==> src/hw/rtl/asn1ts_pkg.sv <==
`default_nettype none
package asn1ts_pkg;

  localparam logic [7:0] TAG_UTC = 8'h17;
  localparam logic [7:0] TAG_GEN = 8'h18;
  localparam logic [7:0] CHAR_0  = 8'h30;
  localparam logic [7:0] CHAR_9  = 8'h39;
  localparam logic [7:0] CHAR_Z  = 8'h5A;

  localparam logic [4:0] POS_MAX = 5'd31;

  localparam logic [1:0] ST_OK  = 2'd0;
  localparam logic [1:0] ST_TAG = 2'd1;
  localparam logic [1:0] ST_FMT = 2'd2;

  typedef struct packed {
    logic [7:0] data_byte;
    logic       first;
    logic       last;
  } asn1ts_in_t;

  typedef struct packed {
    logic [1:0]  status;
    logic [13:0] year;
    logic [3:0]  month;
    logic [4:0]  day;
    logic [4:0]  hour;
    logic [5:0]  minute;
    logic [5:0]  second;
  } asn1ts_out_t;

  typedef struct packed {
    logic       valid;
    asn1ts_in_t word;
  } asn1ts_step_t;

  typedef struct packed {
    logic        load;
    asn1ts_out_t res;
  } asn1ts_emit_t;

  function automatic logic [6:0] acc_digit(input logic [6:0] acc, input logic [3:0] d);
    logic [10:0] t;
    t = 11'(acc) * 11'd10 + 11'(d);
    return t[6:0];
  endfunction

  // (2*tens + ones) mod 4 == 0 for a two-digit decimal group
  function automatic logic div4(input logic [3:0] tens, input logic [3:0] ones);
    logic [1:0] t;
    t = {tens[0], 1'b0} + ones[1:0];
    return t == 2'd0;
  endfunction

  function automatic logic [4:0] days_in_month(input logic [6:0] mon, input logic leap);
    logic [4:0] len;
    case (mon) inside
      7'd1, 7'd3, 7'd5, 7'd7, 7'd8, 7'd10, 7'd12: len = 5'd31;
      7'd4, 7'd6, 7'd9, 7'd11:                     len = 5'd30;
      7'd2:                                        len = leap ? 5'd29 : 5'd28;
      default:                                     len = 5'd0;
    endcase
    return len;
  endfunction

endpackage
`default_nettype wire

==> src/hw/rtl/asn1ts_in_stage.sv <==
`default_nettype none
module asn1ts_in_stage
  import asn1ts_pkg::*;
(
  input  wire logic         clk,
  input  wire logic         rst_n,
  input  wire logic         in_valid,
  output logic              in_ready,
  input  wire asn1ts_in_t   in_data,
  input  wire logic         take,
  output asn1ts_step_t      step
);

  logic       valid_r;
  asn1ts_in_t data_r;

  assign in_ready   = !valid_r || take;
  assign step.valid = valid_r;
  assign step.word  = data_r;

  always_ff @(posedge clk) begin
    if (!rst_n) begin
      valid_r <= 1'b0;
    end else if (in_ready) begin
      valid_r <= in_valid;
    end
  end

  always_ff @(posedge clk) begin
    if (in_ready && in_valid) begin
      data_r <= in_data;
    end
  end

endmodule
`default_nettype wire

==> src/hw/rtl/asn1ts_core.sv <==
`default_nettype none
module asn1ts_core
  import asn1ts_pkg::*;
(
  input  wire logic         clk,
  input  wire logic         rst_n,
  input  wire asn1ts_step_t step,
  input  wire logic         can_load,
  output logic              take,
  output asn1ts_emit_t      emit
);

  logic [4:0]       pos_r, pos_nxt;
  logic             gen_r, gen_nxt;
  logic [1:0]       err_r, err_nxt;
  logic [13:0]      year_r, year_nxt;
  logic [6:0]       mon_r, mon_nxt;
  logic [6:0]       day_r, day_nxt;
  logic [6:0]       hour_r, hour_nxt;
  logic [6:0]       min_r, min_nxt;
  logic [6:0]       sec_r, sec_nxt;
  logic [3:0][3:0]  ydig_r, ydig_nxt;

  asn1ts_in_t  w;
  logic [4:0]  ylen;
  logic [4:0]  ylen_n;
  logic [4:0]  rel;
  logic [2:0]  fld;
  logic        is_digit;
  logic [7:0]  dbyte;
  logic [3:0]  dig;
  logic [17:0] year_mul;
  logic [13:0] yr_full;
  logic        leap;
  logic        lo_zero;
  logic [4:0]  mlen;
  logic [1:0]  status;

  assign w    = step.word;
  assign take = step.valid && (!w.last || can_load);

  always_comb begin
    pos_nxt  = pos_r;
    gen_nxt  = gen_r;
    err_nxt  = err_r;
    year_nxt = year_r;
    mon_nxt  = mon_r;
    day_nxt  = day_r;
    hour_nxt = hour_r;
    min_nxt  = min_r;
    sec_nxt  = sec_r;
    ydig_nxt = ydig_r;

    ylen     = gen_r ? 5'd4 : 5'd2;
    rel      = pos_r - ylen;
    fld      = rel[3:1];
    is_digit = (w.data_byte >= CHAR_0) && (w.data_byte <= CHAR_9);
    dbyte    = w.data_byte - CHAR_0;
    dig      = dbyte[3:0];
    year_mul = 18'(year_r) * 18'd10 + 18'(dig);

    if (w.first) begin
      pos_nxt  = '0;
      gen_nxt  = 1'b0;
      err_nxt  = ST_OK;
      year_nxt = '0;
      mon_nxt  = '0;
      day_nxt  = '0;
      hour_nxt = '0;
      min_nxt  = '0;
      sec_nxt  = '0;
      ydig_nxt = '0;
      if (w.data_byte == TAG_GEN) begin
        gen_nxt = 1'b1;
      end else if (w.data_byte != TAG_UTC) begin
        err_nxt = ST_TAG;
      end
    end else begin
      if (err_r == ST_OK) begin
        if (pos_r < ylen + 5'd10) begin
          if (!is_digit) begin
            err_nxt = ST_FMT;
          end else if (pos_r < ylen) begin
            year_nxt = year_mul[13:0];
            ydig_nxt = {ydig_r[2:0], dig};
          end else begin
            case (fld)
              3'd0:    mon_nxt  = acc_digit(mon_r, dig);
              3'd1:    day_nxt  = acc_digit(day_r, dig);
              3'd2:    hour_nxt = acc_digit(hour_r, dig);
              3'd3:    min_nxt  = acc_digit(min_r, dig);
              default: sec_nxt  = acc_digit(sec_r, dig);
            endcase
          end
        end else if (!(pos_r == ylen + 5'd10 && w.data_byte == CHAR_Z)) begin
          err_nxt = ST_FMT;
        end
      end
      if (pos_r != POS_MAX) begin
        pos_nxt = pos_r + 5'd1;
      end
    end
  end

  // result check on the updated state
  always_comb begin
    ylen_n = gen_nxt ? 5'd4 : 5'd2;
    if (gen_nxt) begin
      yr_full = year_nxt;
    end else if (year_nxt < 14'd50) begin
      yr_full = year_nxt + 14'd2000;
    end else begin
      yr_full = year_nxt + 14'd1900;
    end
    lo_zero = (ydig_nxt[1] == 4'd0) && (ydig_nxt[0] == 4'd0);
    if (!lo_zero) begin
      leap = div4(ydig_nxt[1], ydig_nxt[0]);
    end else if (gen_nxt) begin
      leap = div4(ydig_nxt[3], ydig_nxt[2]);
    end else begin
      leap = 1'b1;
    end
    mlen = days_in_month(mon_nxt, leap);

    status = err_nxt;
    if (status == ST_OK && pos_nxt != ylen_n + 5'd10 && pos_nxt != ylen_n + 5'd11) begin
      status = ST_FMT;
    end
    if (status == ST_OK) begin
      if (yr_full > 14'd9999 || hour_nxt > 7'd23 || min_nxt > 7'd59 || sec_nxt > 7'd59 ||
          mlen == 5'd0 || day_nxt < 7'd1 || day_nxt > 7'(mlen)) begin
        status = ST_FMT;
      end
    end

    emit.load       = take && w.last;
    emit.res.status = status;
    if (status == ST_OK) begin
      emit.res.year   = yr_full;
      emit.res.month  = mon_nxt[3:0];
      emit.res.day    = day_nxt[4:0];
      emit.res.hour   = hour_nxt[4:0];
      emit.res.minute = min_nxt[5:0];
      emit.res.second = sec_nxt[5:0];
    end else begin
      emit.res.year   = '0;
      emit.res.month  = '0;
      emit.res.day    = '0;
      emit.res.hour   = '0;
      emit.res.minute = '0;
      emit.res.second = '0;
    end
  end

  always_ff @(posedge clk) begin
    if (!rst_n || (take && w.last)) begin
      pos_r  <= '0;
      gen_r  <= 1'b0;
      err_r  <= ST_OK;
      year_r <= '0;
      mon_r  <= '0;
      day_r  <= '0;
      hour_r <= '0;
      min_r  <= '0;
      sec_r  <= '0;
      ydig_r <= '0;
    end else if (take) begin
      pos_r  <= pos_nxt;
      gen_r  <= gen_nxt;
      err_r  <= err_nxt;
      year_r <= year_nxt;
      mon_r  <= mon_nxt;
      day_r  <= day_nxt;
      hour_r <= hour_nxt;
      min_r  <= min_nxt;
      sec_r  <= sec_nxt;
      ydig_r <= ydig_nxt;
    end
  end

endmodule
`default_nettype wire

==> src/hw/rtl/asn1ts_out_stage.sv <==
`default_nettype none
module asn1ts_out_stage
  import asn1ts_pkg::*;
(
  input  wire logic         clk,
  input  wire logic         rst_n,
  input  wire asn1ts_emit_t emit,
  output logic              can_load,
  output logic              out_valid,
  input  wire logic         out_ready,
  output asn1ts_out_t       out_data
);

  logic        valid_r;
  asn1ts_out_t data_r;

  assign can_load  = !valid_r || out_ready;
  assign out_valid = valid_r;
  assign out_data  = data_r;

  always_ff @(posedge clk) begin
    if (!rst_n) begin
      valid_r <= 1'b0;
    end else if (emit.load) begin
      valid_r <= 1'b1;
    end else if (out_ready) begin
      valid_r <= 1'b0;
    end
  end

  always_ff @(posedge clk) begin
    if (emit.load) begin
      data_r <= emit.res;
    end
  end

endmodule
`default_nettype wire

==> src/hw/rtl/asn1_time_string_parser.sv <==
// Parses one DER UTCTime or GeneralizedTime value a byte per word: the tag
// word (first set), then the content characters, the final one with last set.
// One word is taken every cycle while no last word waits. A word is registered
// in the input register, then a single combinational pass updates the digit
// accumulators and, on the last word, checks format, ranges and month length
// into the result register. Only a last word waits when the result register
// is still full. Status 1 is an unknown tag, status 2 a bad format or date;
// all date fields are zero then.
`default_nettype none
module asn1_time_string_parser
  import asn1ts_pkg::*;
(
  input  wire logic        clk,
  input  wire logic        rst_n,
  input  wire logic        in_valid,
  output logic             in_ready,
  input  wire asn1ts_in_t  in_data,
  output logic             out_valid,
  input  wire logic        out_ready,
  output asn1ts_out_t      out_data
);

  asn1ts_step_t step;
  asn1ts_emit_t emit;
  logic         take;
  logic         can_load;

  asn1ts_in_stage u_in (
    .clk      (clk),
    .rst_n    (rst_n),
    .in_valid (in_valid),
    .in_ready (in_ready),
    .in_data  (in_data),
    .take     (take),
    .step     (step)
  );

  asn1ts_core u_core (
    .clk      (clk),
    .rst_n    (rst_n),
    .step     (step),
    .can_load (can_load),
    .take     (take),
    .emit     (emit)
  );

  asn1ts_out_stage u_out (
    .clk       (clk),
    .rst_n     (rst_n),
    .emit      (emit),
    .can_load  (can_load),
    .out_valid (out_valid),
    .out_ready (out_ready),
    .out_data  (out_data)
  );

endmodule
`default_nettype wire

==> config.mk <==
export PLATFORM = sky130hd
export DESIGN_NAME = asn1_time_string_parser
export DESIGN_NICKNAME = d
export VERILOG_FILES = /design/src/hw/rtl/asn1ts_pkg.sv /design/src/hw/rtl/asn1ts_in_stage.sv /design/src/hw/rtl/asn1ts_core.sv /design/src/hw/rtl/asn1ts_out_stage.sv /design/src/hw/rtl/asn1_time_string_parser.sv
export SDC_FILE = /design/constraint.sdc
export NUM_CORES = 1
export LEC_CHECK = 0
export ABC_AREA = 1
export BUFFER_PORTS_ARGS = -buffer_cell sky130_fd_sc_hd__buf_2
export CAP_MARGIN = 5
export CORE_MARGIN = 1.5
export CORE_UTILIZATION = 40
export CTS_CLUSTER_SIZE = 24
export DETAILED_ROUTE_END_ITERATION = 6
export SLEW_MARGIN = 15
export SYNTH_ARGS = -nofsm -noshare
export SYNTH_HDL_FRONTEND = slang
export SYNTH_SLANG_ARGS = --single-unit
==> constraint.sdc <==
create_clock -name clk -period 5.3 [get_ports clk]
set_input_delay 1.06 -clock clk [delete_from_list [all_inputs] [get_ports clk]]
set_output_delay 1.06 -clock clk [all_outputs]
set_load 0.05 [all_outputs]
[Yosys cells after proc, flatten, opt, wreduce, memory -nomap -nowiden]
Cells that the tools add are included.
Operators by class
  multiplexer cells: 66
  multipliers: 6
  add/sub/neg operators: 16
  equality and inequality tests: 22
  reductions and logical operators: 36
  order comparisons: 11
Operators by type and width (number)
  2-to-1 mux 7 bit: 30
  2-to-1 mux 14 bit: 7
  2-to-1 mux 13 bit: 5
  adder 7 x 4 -> 7 bit: 5
  equality test 7 x 4 -> 1 bit, second input constant: 5
  multiplier 7 x 3 -> 6 bit, second input constant: 5
  adder 14 x 11 -> 14 bit, second input constant: 2
  equality test 7 x 3 -> 1 bit, second input constant: 4
  2-to-1 mux 5 bit: 5
  2-to-1 mux 2 bit: 8
  adder 5 x 4 -> 5 bit, second input constant: 3
  adder 14 x 4 -> 14 bit: 1
  equality test 7 x 2 -> 1 bit, second input constant: 2
  greater-than comparator 14 bit, second input constant: 1
  greater-than comparator 7 x 6 -> 1 bit, second input constant: 2
  < comparator 14 x 6 -> 1 bit, second input constant: 1
  multiplier 14 x 3 -> 13 bit, second input constant: 1
  logical NOT 2 bit: 6
  logical OR 1 bit: 10
  inequality test 5 bit: 2
  2-to-1 mux 1 bit: 9
  equality test 8 x 5 -> 1 bit, second input constant: 1
  equality test 8 x 7 -> 1 bit, second input constant: 1
  greater-or-equal comparator 8 x 6 -> 1 bit, second input constant: 1
  other kinds (25): 40
Word-level totals
  output and inout bits: 44
  bits in registers: 122

[Depth between registers and ports, before layout]
Gate-level depths: netlist (run 1).
  word-level depth: 22
  mapped depth: 36
  depth with buffers taken out: 34

[By module]
From an unflattened synthesis (run 1), not the netlist that was laid out.
Second synthesis, totals
  cells, all modules: 1110
  area total of the unflattened synthesis: 8713.4 um2
Modules (own cells, without submodules)
  asn1ts_core: instances 1, seq. area each 1361.3 um2, area an instance 7046.8 um2, cells each 1044
  asn1ts_out_stage: instances 1, seq. area each 1281.2 um2, area an instance 1307.5 um2, cells each 48
  asn1ts_in_stage: instances 1, seq. area each 320.3 um2, area an instance 359.1 um2, cells each 18

[Worst setup path after synthesis (run 1)]
OpenSTA, ideal clock, no wires.
  kind: register to register
  start point: register u_core.gen_r
  end point: register u_out.data_r, in the netlist u_out.out_data[15], data pin
  cell stages (with the launch flop): 33
  period minus slack after synthesis: 4615 ps
  required time: 5164 ps
  slack: 685 ps
  arrival time: 4479 ps
  path through: dfxtp_1 > inv_1 > ha_1 > inv_1 > fa_1 > nor2_4 > inv_4 > nor2_8 > nand3_4 > clkinv_4 > buf_4 > clkbuf_1 > nor2_1 > nor2_1 > o21ai_0 > a311o_1 > nand3_1 > o21a_1 > o21ai_0 > ha_1 > nand3_1 > o21ai_0 > nand3_1 > nor2_1 > nand2_1 > nor3_1 > nor3b_1 > nand3_1 > nor2_1 > nand3_2 > buf_6 > buf_12 > nor2_4
On the way
  cells in the longest elaborated chain, start to end: 22
  elaborated cells on any way between the ends: 115
  classes of those cells: add/sub (8); order compare (9); eq/ne (18); mux (58); reduce/logical (22)
Ends and longest elaborated chain
  start: declaration: line asn1ts_core.sv:14  | logic gen_r, gen_nxt;
  start signal: assignment: line asn1ts_core.sv:169  | gen_r <= gen_nxt;
  parallel branches: the longest is 22 deep, another holds adder 14 x 11 -> 14 bit
  end signal: assignment: line asn1ts_out_stage.sv:33  | data_r <= emit.res;
  end: declaration: line asn1ts_out_stage.sv:15  | asn1ts_out_t data_r;
Several ways; the timed one is not identified. The select of a mux whose other input is x is not followed.
A chain may end at the register's enable or synchronous reset.

[Final worst setup path (run 1)]
  start point: register u_core.pos_r[1]
  end point: register u_out.data_r, in the netlist u_out.out_data[4], data pin
On the way
  cells in the longest elaborated chain, start to end: 21
  elaborated cells on any way between the ends: 113
  classes of those cells: add/sub (6); order compare (9); eq/ne (19); mux (57); reduce/logical (22)
Ends and longest elaborated chain
  start: declaration: line asn1ts_core.sv:13  | logic [4:0] pos_r, pos_nxt;
  start signal: assignment: line asn1ts_core.sv:168  | pos_r <= pos_nxt;
  parallel branches: the longest is 21 deep, another holds adder 14 x 11 -> 14 bit
Several ways; the timed one is not identified. The select of a mux whose other input is x is not followed.

==> summary.md, run 1 <==
| Metric | Value |
|---|---|
| Via count | `7,580` |
| Clock Sinks | `122` |
| Top_reg_cell synth | `dfxtp_1` |
| DRC Markers | `0` |
| Slew headroom | `24.7%` |
| Fillers | `2,001` |
| Finished Cell Area | `0.00996 sq mm` |
| Layout Skew | `0.0105 ns` |
| GR Overflow Total | `0` |
| Nets | `1,260` |
| Final Cycle Share | `90.9%` |
| Worst hold slack | `0.501 ns` |
| Synth Warn # | `0` |
| CP endpoint kind | `register` |
| Max-Cap Viols | `0` |
| Initial antenna violation count | `0` |
| Layout Area Growth over Synthesis | `16.1%` |
| Clock H-tree levels | `4` |
| Largest net degree at the start of global routing | `124` |
| # setup viols final | `0` |
| Largest stage delay, worst path | `0.37 ns` |
| Crit path time final | `4.82 ns` |
| CP Data Required Time | `5.58 ns` |
| First-pass GRT wire length | `35,400 microns` |
| Global Route Usage Sum | `20.2%` |
| # rows | `53` |
| HPWL after detailed placement | `15,300 microns` |
| # diodes | `0` |
| Crit path DAT | `5.10 ns` |
| Non-Filler Instances | `1,452` |
| Die H | `149 microns` |
| Via/cell ratio | `5.22` |
| Final Hold Fails | `0` |
| Final GP Congestion | `0.836` |
| Drt pass-1 iters | `4` |
| Most used cell along the critical path | `inv_1` |
| Number of buffers created by CTS | `17` |
| Peak VDD IR | `0.000209 V` |
| Die Wd | `149 microns` |
| Seq cells post-synth | `122` |
| I/O pin cnt | `58` |
| Ys async rst share | `0%` |
| Skew-Pair Late Insertion Delay | `0.43 ns` |
| Die ar. | `0.0223 sq mm` |
| Post-synth EDFFs | `52` |
| Critical path class | `register to register` |
| Initial drt markers | `508` |
| Setup TNS | `0 ns` |
| Drt total wl | `22,100 microns` |
| Placed cell areas | `0.00915 sq mm` |
| Vias in the first global route | `7,047` |
| Clock root buffer | `clkbuf_16` |
| Max Clock Freq | `208 MHz` |
| Syn_nets | `1,196` |
| Status | `finished, final reports clean` |
| Share of layout cells above drive strength 1 | `16.0%` |
| Slew Limit Fails | `0` |
| Clock transition at path regs | `0.06 ns` |
| Sequential area share after synthesis | `34.6%` |
| DR WL/cell | `15.2 microns` |
| Post-Syn Area per Cell | `7.79 sq um` |
| Crit-path max FO | `6` |
| Worst-margin pin slew | `1.13 ns` |
| Post-Syn Area | `0.00857 sq mm` |
| PwrDens | `270 mW/mm^2` |
| Utilization after layout | `47.4%` |
| Placeable Area | `0.0210 sq mm` |
| CTS tree | `yes` |
| CTS Hold Buffers Added | `0` |
| PortBufs | `57` |
| Post-Syn Instances | `1,100` |
| Crit path launch type | `register` |
| Leakage | `4.46 nW` |
| Bufs on Longest Clock Path | `2` |
| Worst Hold Class | `register to register` |
| Routed Antenna Nets | `0` |
| Initial Util | `40.8%` |
| Dpl cells | `1,410` |
| Cell variety after synth | `51` |
| Slowest CP cell | `fa_2` |
## metrics by stage
stage          worst slack [ns]  total power, W
2_1_floorplan             0.685         0.00143
3_3_place_gp              0.292         0.00154
3_5_place_dp           -0.00733         0.00154
4_1_cts                  0.0466         0.00269
5_1_grt                 -0.0901         0.00282
6_report                  0.481         0.00269
## worst max-delay path, delay by kind of cell, from the launching register on
kind,cells,cell delay (ns)
AO/OA/AOI/OAI,5,0.57
flip-flops,1,0.34
buffers and inverters,7,0.67
adder cells (fa/ha/maj),3,0.78
AND/OR/NAND/NOR,19,2.29
## routing by layer
layer  part of all wire (%)  routed length (microns)  track usage, %
met1                     48                    10700            28.1
met2                     45                     9850            31.5
met3                    5.3                     1170            3.70
met4                    1.8                      389            6.49
met5                      0                        0               0
## power by group
| part | leakage [nW] | switching, W | internal, W |
|---|---|---|---|
| Combinational | 3.05 | 0.000315 | 0.000169 |
| Clock | 0.289 | 0.000440 | 0.000710 |
| Sequential | 1.12 | 0.0000388 | 0.00102 |
## path summary, 6_finish.rpt
path,from,to,slack (ns),cells after the start
setup reg to reg,u_core.pos_r[1],u_out.out_data[4],0.48,34
hold reg to reg,u_core.hour_r[5],u_core.hour_r[5],0.50,2
hold / removal,u_core.hour_r[5],u_core.hour_r[5],0.50,2
setup / recovery,u_core.pos_r[1],u_out.out_data[4],0.48,34
## cells by family (layout without fill, tap and decap cells)
group / count (synthesis) / after routing / synth area share, %
fa+ha+maj: 82 / 82 / 13.1
xor+xnor: 48 / 48 / 4.90
compound gates: 249 / 249 / 16.0
simple gates: 430 / 430 / 23.5
flops: 122 / 122 / 34.6
buf+inv: 169 / 246 / 7.94
## cells in the mapped netlist, drive strengths merged (14+ instances only)
| cell | n | area [sq um] |
|---|---|---|
| a21oi | 97 | 508 |
| dfxtp | 70 | 1400 |
| ha | 69 | 863 |
| xnor2 | 15 | 131 |
| clkbuf | 24 | 90.1 |
| nor2 | 145 | 673 |
| nor3 | 14 | 70.1 |
| nand4 | 16 | 100 |
| o21ai | 115 | 583 |
| nand2 | 175 | 684 |
| nand3 | 60 | 345 |
| xor2 | 33 | 289 |
| inv | 131 | 494 |
| edfxtp | 52 | 1560 |
## cell usage in the layout, fill, tap and decap left out, drive strengths merged, types with 52 or more instances in the layout
master and instances:
ha 69, edfxtp 52, buf 78, a21oi 97
nand3 60, inv 134, o21ai 115, dfxtp 70
nand2 175, nor2 145
## area by class of cell
class,instances,area [sq um],area share (%)
clock buffers,23,499,5.01
clock inverters,9,83.8,0.842
inverters,133,509,5.11
multi-input cells,809,5010,50.3
flip-flops and latches,122,2960,29.8
well taps,275,344,3.46
repair buffers,81,547,5.49
## state kept, by name, indices dropped and copies added (netlist names)
register	count
u_out.out_data	42
u_core.min_r	7
u_core.err_r	2
u_core.mon_r	7
u_in.valid_r	1
u_core.pos_r	5
u_out.out_valid	1
u_core.hour_r	7
u_in.step	10
u_core.ydig_r	11
u_core.year_r	14
u_core.gen_r	1
u_core.day_r	7
u_core.sec_r	7
## what timing repair did
action / 4_1_cts / 5_1_grt
endpoints found under the setup margin: 10 / 41
cloned: 0 / 4
setup buffers: 0 / 6
gates resized for setup: 1 / 26
pin swaps: 0 / 8
(Power assumes the default switching activity.)
==> inputs of run 2 (changes only) <==
--- a/config.mk
+++ b/config.mk
@@ -12,6 +12,7 @@
 export CORE_UTILIZATION = 40
 export CTS_CLUSTER_SIZE = 24
 export DETAILED_ROUTE_END_ITERATION = 6
+export PLACE_DENSITY = 0.69
 export SLEW_MARGIN = 15
 export SYNTH_ARGS = -nofsm -noshare
 export SYNTH_HDL_FRONTEND = slang
==> summary.md, run 2 (synthesized netlist as in run 1, its figures left out) <==
| Metric | Value |
|---|---|
| Worst r2r src | `u_core.pos_r[1] (unchanged)` |
| Nets | `1,249 (was 1,260)` |
| I/O pin cnt | `58 (unchanged)` |
| Layout Skew | `0.0121 ns (was 0.0105 ns)` |
| Drt total wl | `20,600 microns (was 22,100 microns)` |
| Worst-margin pin slew | `1.10 ns (was 1.13 ns)` |
| Crit path time final | `4.84 ns (was 4.82 ns)` |
| CTS Hold Buffers Added | `0 (unchanged)` |
| CP endpoint kind | `register (unchanged)` |
| Clock H-tree levels | `4 (unchanged)` |
| Crit path launch type | `register (unchanged)` |
| CTS tree | `yes (unchanged)` |
| Status | `finished, final reports clean (unchanged)` |
| Final setup margin | `0.456 ns (was 0.481 ns)` |
| Reg2reg end | `u_out.out_data[24] (was u_out.out_data[4])` |
| DR WL/cell | `14.3 microns (was 15.2 microns)` |
| Critical path class | `register to register (unchanged)` |
| Final Hold Fails | `0 (unchanged)` |
| Leakage | `4.38 nW (was 4.46 nW)` |
| Crit path DAT | `5.11 ns (was 5.10 ns)` |
| Crit-path max FO | `9 (was 6)` |
| Worst hold slack | `0.507 ns (was 0.501 ns)` |
| Largest stage delay, worst path | `0.41 ns (was 0.37 ns)` |
| Layout Area Growth over Synthesis | `14.5% (was 16.1%)` |
| Worst hold start | `u_core.hour_r[5] (unchanged)` |
| Met2 usage | `32.1% (was 31.5%)` |
| Skew-Pair Late Insertion Delay | `0.42 ns (was 0.43 ns)` |
| Slew headroom | `26.9% (was 24.7%)` |
| GR Overflow Total | `0 (unchanged)` |
| Min-Delay Endpoint | `u_core.hour_r[5] (unchanged)` |
| Peak VDD IR | `0.000226 V (was 0.000209 V)` |
| First-pass GRT wire length | `35,000 microns (was 35,400 microns)` |
| Largest net degree at the start of global routing | `124 (unchanged)` |
| Bufs on Longest Clock Path | `2 (unchanged)` |
| Max Clock Freq | `206 MHz (was 208 MHz)` |
| PwrDens | `283 mW/mm^2 (was 270 mW/mm^2)` |
| Worst Hold Class | `register to register (unchanged)` |
| Final Cycle Share | `91.4% (was 90.9%)` |
| Most frequent cells in the layout | `nand2_1, inv_1, nor2_1, o21ai_0, a21oi_1 (unchanged)` |
| # rows | `53 (unchanged)` |
| R2R setup slack | `0.46 ns (was 0.48 ns)` |
| Slowest CP cell | `fa_1 (was fa_2)` |
| Initial Util | `40.8% (unchanged)` |
| Global Route Usage Sum | `19.7% (was 20.2%)` |
| Die Wd | `149 microns (unchanged)` |
| # diodes | `0 (unchanged)` |
| Max-Cap Viols | `0 (unchanged)` |
| Via/cell ratio | `5.13 (was 5.22)` |
| Routed Antenna Nets | `0 (unchanged)` |
| Cells on worst reg2reg path | `35 (was 34)` |
| Clock transition at path regs | `0.06 ns (about the same)` |
| Placeable Area | `0.0210 sq mm (unchanged)` |
| Hold depth | `2 (unchanged)` |
| Dpl cells | `1,408 (was 1,410)` |
| Final GP Congestion | `0.914 (was 0.836)` |
| # setup viols final | `0 (unchanged)` |
| HPWL after detailed placement | `14,600 microns (was 15,300 microns)` |
| Die H | `149 microns (unchanged)` |
| Slew Limit Fails | `0 (unchanged)` |
| Via count | `7,396 (was 7,580)` |
| Drt pass-1 iters | `5 (was 4)` |
| Clock Sinks | `122 (unchanged)` |
| Clock root buffer | `clkbuf_16 (unchanged)` |
| Share of layout cells above drive strength 1 | `14.5% (was 16.0%)` |
| Initial antenna violation count | `0 (unchanged)` |
| Vias in the first global route | `7,292 (was 7,047)` |
| DRC Markers | `0 (unchanged)` |
| Number of buffers created by CTS | `17 (unchanged)` |
| GRT busiest layer | `met2 (unchanged)` |
| Met3 Use GR | `3.82% (was 3.70%)` |
| Die ar. | `0.0223 sq mm (unchanged)` |
| GR Util met1 | `25.9% (was 28.1%)` |
| Initial drt markers | `468 (was 508)` |
| Non-Filler Instances | `1,441 (was 1,452)` |
| Commonest non-fill, non-tap cell in the layout | `nand2_1 (unchanged)` |
| PortBufs | `57 (unchanged)` |
| Pre-CTS WS | `0.103 ns (was -0.00733 ns)` |
| Max reg flops | `42 (unchanged)` |
| CP Data Required Time | `5.56 ns (was 5.58 ns)` |
==> run 2: changes by cell type in the layout (fill, tap and decap cells not counted), sizes merged <==
cell,change
clkbuf,-8
buf,-8
clkinv,+4
bufinv,+4
inv,-3
==> run 2: area by class of cell <==
| type | instances | area [sq um] |
|---|---|---|
| multi-input cells | 809 | 4970 |
| flip-flops and latches | 122 | 2960 |
| well taps | 275 | 344 |
| inverters | 133 | 509 |
| fillers | 2017 | 11200 |
| repair buffers | 70 | 395 |
| clock inverters | 14 | 203 |
| clock buffers | 18 | 429 |
==> run 2: routing by layer <==
layer  routed length [microns]  up-vias
li1                          -     3797
met1                      9890     3390
met2                      9420      174
met3                       851       35
met4                       449        0
met5                         0        -
==> run 2: power breakdown <==
part	switching, W	internal (W)	total [W]
Combinational	0.000307	0.000164	0.000471
Sequential	0.0000393	0.00102	0.00106
Clock	0.000425	0.000828	0.00125
Total	0.000771	0.00201	0.00278
==> run 2: how the worst max path moves through the flow <==
stage / startpoint / slack (ns) / endpoint
3_3_place_gp: u_core.gen_r / 0.38 / u_out.out_data[21]
4_1_cts: u_core.gen_r / 0.09 / u_out.out_data[20]
2_1_floorplan: u_core.gen_r / 0.69 / u_out.out_data[15]
3_5_place_dp: u_core.gen_r / 0.10 / u_out.out_data[20]
5_1_grt: u_core.pos_r[1] / -0.08 / u_out.out_data[22]
6_report: u_core.pos_r[1] / 0.46 / u_out.out_data[24]
==> run 2: worst max-delay path: cells and delay by family, from the launching register on <==
kind	cells	cell delay [ns]
AOI/OAI and AO/OA	7	0.76
adders and majority gates	3	0.86
buffers and inverters	6	0.60
DFF	1	0.34
and+or+nand+nor	19	2.11
==> run 2: what timing repair did <==
item	CTS	global route
buffers inserted	0	1
endpoints found under the setup margin	0	41
resized for setup	0	18
hold endpoints to repair	0	0
==> run 2: metrics by stage <==
step | total power (W) | utilization [%] | area, sq um | TNS [ns]
after floorplan | 0.00143 | - | 8570 | 0
after global placement | 0.00153 | 43.4 | 9120 | 0
after detailed placement | 0.00154 | 43.4 | 9120 | 0
after CTS | 0.00279 | 46.4 | 9750 | 0
after global routing | 0.00291 | 46.7 | 9810 | -1.13
final | 0.00278 | 46.7 | 9810 | 0
